**config.mk**
```make
export PLATFORM = sky130hd
export DESIGN_NAME = itst_ctrl
export DESIGN_NICKNAME = d
export VERILOG_FILES = /design/src/rtl/itst_pkg.sv /design/src/rtl/itst_ctrl.sv
export SDC_FILE = /design/constraint.sdc
export NUM_CORES = 1
export LEC_CHECK = 0
export BUFFER_PORTS_ARGS = -buffer_cell sky130_fd_sc_hd__buf_2
export CAP_MARGIN = 20
export CORE_AREA = 2 2 39 41
export DETAILED_ROUTE_END_ITERATION = 7
export DIE_AREA = 0 0 41 43
export PLACE_DENSITY = 0.39
export SKIP_LAST_GASP = 1
export SYNTH_ARGS = -nofsm -noshare
export SYNTH_HDL_FRONTEND = slang
export SYNTH_SLANG_ARGS = --single-unit
```
**constraint.sdc**
```tcl
create_clock -name clk -period 1 [get_ports clk]
set_input_delay 0.1 -clock clk [delete_from_list [all_inputs] [get_ports clk]]
set_output_delay 0.1 -clock clk [all_outputs]
set_load 0.03 [all_outputs]
```
**src/rtl/itst_pkg.sv**
```systemverilog
`default_nettype none
// ----------------------------------------------------------------------------
// itst_pkg: shared types and constants of the session tracker
// Holds the table entry layout, the controller command and status groups,
// the stream field widths and the register map.
// ----------------------------------------------------------------------------
package itst_pkg;

    localparam int KEY_W        = 32;
    localparam int TS_W         = 32;
    localparam int HOUR_W       = 5;
    localparam int CNT32_W      = 32;
    localparam int TIMEOUT_W    = 17;
    localparam int IN_TDATA_W   = 72;
    localparam int OUT_TDATA_W  = 136;
    localparam int APB_ADDR_W   = 3;
    localparam int APB_DATA_W   = 32;

    localparam logic [TIMEOUT_W-1:0] IDLE_TIMEOUT_RST = 17'd1800;

    localparam logic KIND_ACCESS = 1'b0;
    localparam logic KIND_CLOSE  = 1'b1;

    // Register index, taken from paddr[2].
    localparam logic REG_IDLE_TIMEOUT = 1'b0;

    typedef struct packed {
        logic [KEY_W-1:0]   key;
        logic [TS_W-1:0]    start;
        logic [TS_W-1:0]    last_seen;
        logic [CNT32_W-1:0] hits;
    } itst_entry_t;

    typedef struct packed {
        logic latch;
        logic rd;
        logic commit;
    } itst_cmd_t;

    typedef struct packed {
        logic scan_end;
        logic out_free;
    } itst_sts_t;

endpackage : itst_pkg
`default_nettype wire

```
**src/rtl/itst_ctrl.sv**
```systemverilog
`default_nettype none
// ----------------------------------------------------------------------------
// itst_ctrl: sequencer of the session tracker
// Takes one transaction, walks the used table entries, then commits the
// update and hands the result to the output register.
// ----------------------------------------------------------------------------
module itst_ctrl
    import itst_pkg::*;
(
    input  wire logic      clk,
    input  wire logic      rst_n,
    input  wire logic      in_valid,
    output logic           in_ready,
    input  wire itst_sts_t sts,
    output itst_cmd_t      cmd
);

    typedef enum logic [3:0] {
        ST_IDLE   = 4'b0001,
        ST_SCAN   = 4'b0010,
        ST_DRAIN  = 4'b0100,
        ST_UPDATE = 4'b1000
    } state_t;

    state_t state_reg;
    state_t state_next;

    always_ff @(posedge clk or negedge rst_n)
    begin
        if (!rst_n)
        begin
            state_reg <= ST_IDLE;
        end
        else
        begin
            state_reg <= state_next;
        end
    end

    always_comb
    begin
        state_next = state_reg;
        cmd        = '0;
        in_ready   = 1'b0;
        case (state_reg)
            ST_IDLE:
            begin
                in_ready = 1'b1;
                if (in_valid)
                begin
                    cmd.latch  = 1'b1;
                    state_next = ST_SCAN;
                end
            end
            ST_SCAN:
            begin
                if (sts.scan_end)
                begin
                    state_next = ST_DRAIN;
                end
                else
                begin
                    cmd.rd = 1'b1;
                end
            end
            ST_DRAIN:
            begin
                state_next = ST_UPDATE;
            end
            ST_UPDATE:
            begin
                if (sts.out_free)
                begin
                    cmd.commit = 1'b1;
                    state_next = ST_IDLE;
                end
            end
            default:
            begin
                state_next = ST_IDLE;
            end
        endcase
    end

endmodule : itst_ctrl
`default_nettype wire

```
# Yosys cells after proc, flatten, opt, wreduce, memory -nomap -nowiden
# Cells that the tools add are included.
# totals
ff_bits	4
wordCells	20
# op_classes
n_eq_ne	7
n_mux	11
n_reduce_logical	1
# op_table
op	count
4-bit one-hot mux with 4 select lines	1
4-bit 2-to-1 mux	3
1-bit 2-to-1 mux	7
2-bit inequality test, second input constant	3
4-bit by 1-bit == test with 1-bit output, second input constant	1
4-bit by 2-bit == test with 1-bit output, second input constant	1
4-bit by 3-bit == test with 1-bit output, second input constant	1
4-bit == test, second input constant	1
3-bit AND reduction	1

# Longest topological paths before layout
# logic_depth
depth_word	3
ltp_mapped	3
mapped_depth_nobuf	3

# Worst setup path before layout
# Ideal clock, no wire load.
# synth_path
path_kind	flip-flop to flip-flop
from	register state_reg[0]
to	register state_reg[0]
setup_ps	92
arrival_ps	2156
required_ps	908
path_slack_ps	-1247
stages_incl_launch_ff	4
n_path_buf	0
period_less_slack_ps	2247
path_cell_list	dfstp_2 > nor4b_1 > and2_1 > nor3_1
# synth_via
elab_chain_len	3
elab_cells_between_ends	9
# synth_rtl
element	line_no	source
start: declaration	itst_ctrl.sv:25	state_t state_reg;
start signal: assignment	itst_ctrl.sv:36	state_reg <= state_next;
4-bit by 2-bit == test with 1-bit output, or another cell as far along	itst_ctrl.sv:45	case (state_reg)
2-bit inequality test (no source line)	--	
3-bit AND reduction (no source line)	--	
# Parallel ways exist; a longest one is shown, timed or not.
# A chain may end at the register's enable or synchronous reset.

==> flow_summary.ini <==
[finish]
antenna_cells = 0
largest_reg_flops = 4
syn2layout_area_growth_pct = 117
drive_above_1_share_pct = 69.8
fillers = 145
fin_util_pct = 32.6
final_nets = 49
instances_no_fill = 59

[outcome]
status = finished with violations
violations = negative setup slack

[route]
wl_met1_um = 225
avgRoutedWirePerCell_um = 10.6
viasPerCell = 4.10
firstDrtPassIters = 2
ant_nets = 0
wl_met2_um = 354
num_vias = 242
finalWirelength_um = 626
first_iter_violations = 1
drc = 0
wl_met3_um = 45
top_layer = met3

[global_routing]
grt_max_degree = 7
grt_util_all_layers_pct = 8.57
grt_first_pass_wirelength_um = 993
grt_overflow = 0
grt_pass1_vias = 273
antenna_found_initial = 0

[timing]
period_minus_slack_ns = 1.48
rsz0062_at_grt = yes
final_max_slew_viol_count = 0
finalWorstSetupSlack_ns = -0.477
tightestPinTransition_ns = 0.335
hold_viol = 0
relSlewSlack_pct = 77.4
finClkSkew_ns = 0.00389
finalCritPeriodShare_pct = 148
setup_viol = 8
max_freq_mhz = 677

[worst_setup_path]
arrival_ns = 1.38
start_kind = flop
slowest_delay_ns = 0.54
crit_family = simple AND/OR/NAND/NOR gates
crit_chain = or4_4, nor2_4, buf_6
cp_slowest_cell = or4_4
critPathMaxFanout = 2
path_buf_inv = 1
end_kind = output pin
crit_required_ns = 0.90
path_class = flop to output pin

[synthesis]
synth-simple-area-share_pct = 41.0
synth-compound-area-share_pct = 6.63
yosysUniqueCellTypes = 14
synth_cells = 21
syn_area_um2 = 208
synthXorXnorAreaFrac_pct = 0
yosys.area_share.adder_pct = 0
synth.ff_latch_count = 4
synth_top_family_by_area = simple AND/OR/NAND/NOR gates
synthMuxAreaShare_pct = 0
yosys_warnings = 0
syn_area_per_cell_um2 = 9.89
syn_nets = 26
synth_seq_area_share_pct = 48.8

[floorplan]
die_height_um = 43
die_x_um = 41
die_area_um2 = 1760
io_pins = 9
start_util_pct = 15.0
core_um2 = 1380
row_count = 14

[power_and_ir_drop]
p_int_mw = 0.748
pwr-share-seq_pct = 21.9
vdd_drop_max_mv = 0.698
power-per-cell-area_nw_per_um2 = 2590
total_power_mw = 1.17
power.share.combinational_pct = 59.6
p_leak_nw = 0.212
power.switching_mw = 0.421
swShare_pct = 36.0
clkPwrFrac_pct = 18.4

[place]
pre_cts_slack_ns = -0.306
dp_cells = 51
place.gp.congestion = 0.586
io_buffers = 8
dp_hpwl_um = 437

[cts]
cts.path.max_buffers = 2
insertion_delay_ns = 0.23
cts_num_sinks = 4
numCtsBuffers = 3
htree_levels = 1
clkTransAtPathRegs_ns = 0.04
cts_tree = yes
cts_root_buf = clkbuf_4

[hold_path]
hold_class = input pin to flop

[job]
cap_violations = 0
[through the flow]
step	TNS [ns]	hold slack, ns	area [um^2]
4_1_cts	-2.34	0.119	443
3_5_place_dp	-1.21	-0.0888	338
5_1_grt	-2.67	0.144	452
3_3_place_gp	-1.15	-0.0940	338
2_1_floorplan	-1.35	-0.196	233
6_report	-2.30	0.135	452
[cell usage in the layout, fill, tap and decap left out, drive strengths merged]
| master | count |
|---|---|
| o21a | 1 |
| or4 | 1 |
| dlygate4sd3 | 1 |
| a31oi | 1 |
| nor2b | 1 |
| nor4 | 1 |
| nor2 | 3 |
| nor4b | 1 |
| buf | 17 |
| dfstp | 1 |
| and2 | 1 |
| nor3b | 2 |
| inv | 2 |
| nor3 | 2 |
| clkbuf | 4 |
| dfrtp | 3 |
| and4b | 1 |
[kinds of logic after synthesis]
group,Yosys count
and+or+nand+nor,13
DFF,4
AOI/OAI and AO/OA,2
buffers and inverters,2
[per-layer routing]
layer  vias up  track usage, %
met1       114            7.82
met2         7            15.3
met3         0            1.57
met4         0            6.00
met5         -               0
li1        121               -
[path summary, 6_finish.rpt]
check / end / start / slack, ns / cells past startpoint
setup / recovery: cmd[1] / state_reg[2] / -0.48 / 3
hold / removal: state_reg[2] / sts[1] / 0.14 / 3
setup reg to reg: state_reg[2] / state_reg[2] / -0.32 / 4
hold reg to reg: state_reg[1] / state_reg[2] / 0.58 / 2
max in group asynchronous: state_reg[0] / rst_n / 0.59 / 2
min in group asynchronous: state_reg[1] / rst_n / 0.20 / 2
[layout make-up]
class	instances	area, um^2	share of cell area, %
sequential	4	101	22.4
multi-input combinational	15	139	30.7
tap	16	20.0	4.43
clock buffer	4	26.3	5.82
timing repair buffer	18	158	34.9
inverter	2	7.51	1.66
[synthesized netlist by cell type, drive strengths merged]
library cell  count  area share (%)
and4b             1             4.8
or4               1             5.4
nor3b             2             7.2
and2              1             3.0
o21a              1             3.6
a31oi             1             3.0
nor2b             1             3.0
dfstp             1              13
nor4              1             3.0
nor2              3             5.4
nor4b             1             4.2
nor3              2             4.8
dfrtp             3              36
inv               2             3.6
[power by group through the flow]
| stage | clock [mW] | sequential (mW) | combinational, mW |
|---|---|---|---|
| 6_report | 0.216 | 0.256 | 0.697 |
| 5_1_grt | 0.233 | 0.261 | 0.743 |
| 4_1_cts | 0.231 | 0.256 | 0.699 |
| 3_5_place_dp | 0 | 0.256 | 0.557 |
| 3_3_place_gp | 0 | 0.258 | 0.549 |
| 2_1_floorplan | 0 | 0.284 | 0.314 |
[repair_timing]
action,4_1_cts,5_1_grt
cloned,0,0
pin swaps,5,2
gates resized for setup,14,3
hold buffers,1,0
endpoints found under the setup margin,7,8
setup buffers,3,1
hold endpoints to repair,4,0
[worst min-delay path, delay by kind of cell]
family / cells / cell delay, ns
buffers and inverters: 2 / 0.19
AND/OR/NAND/NOR: 1 / 0.04
(Power assumes the default switching activity.)
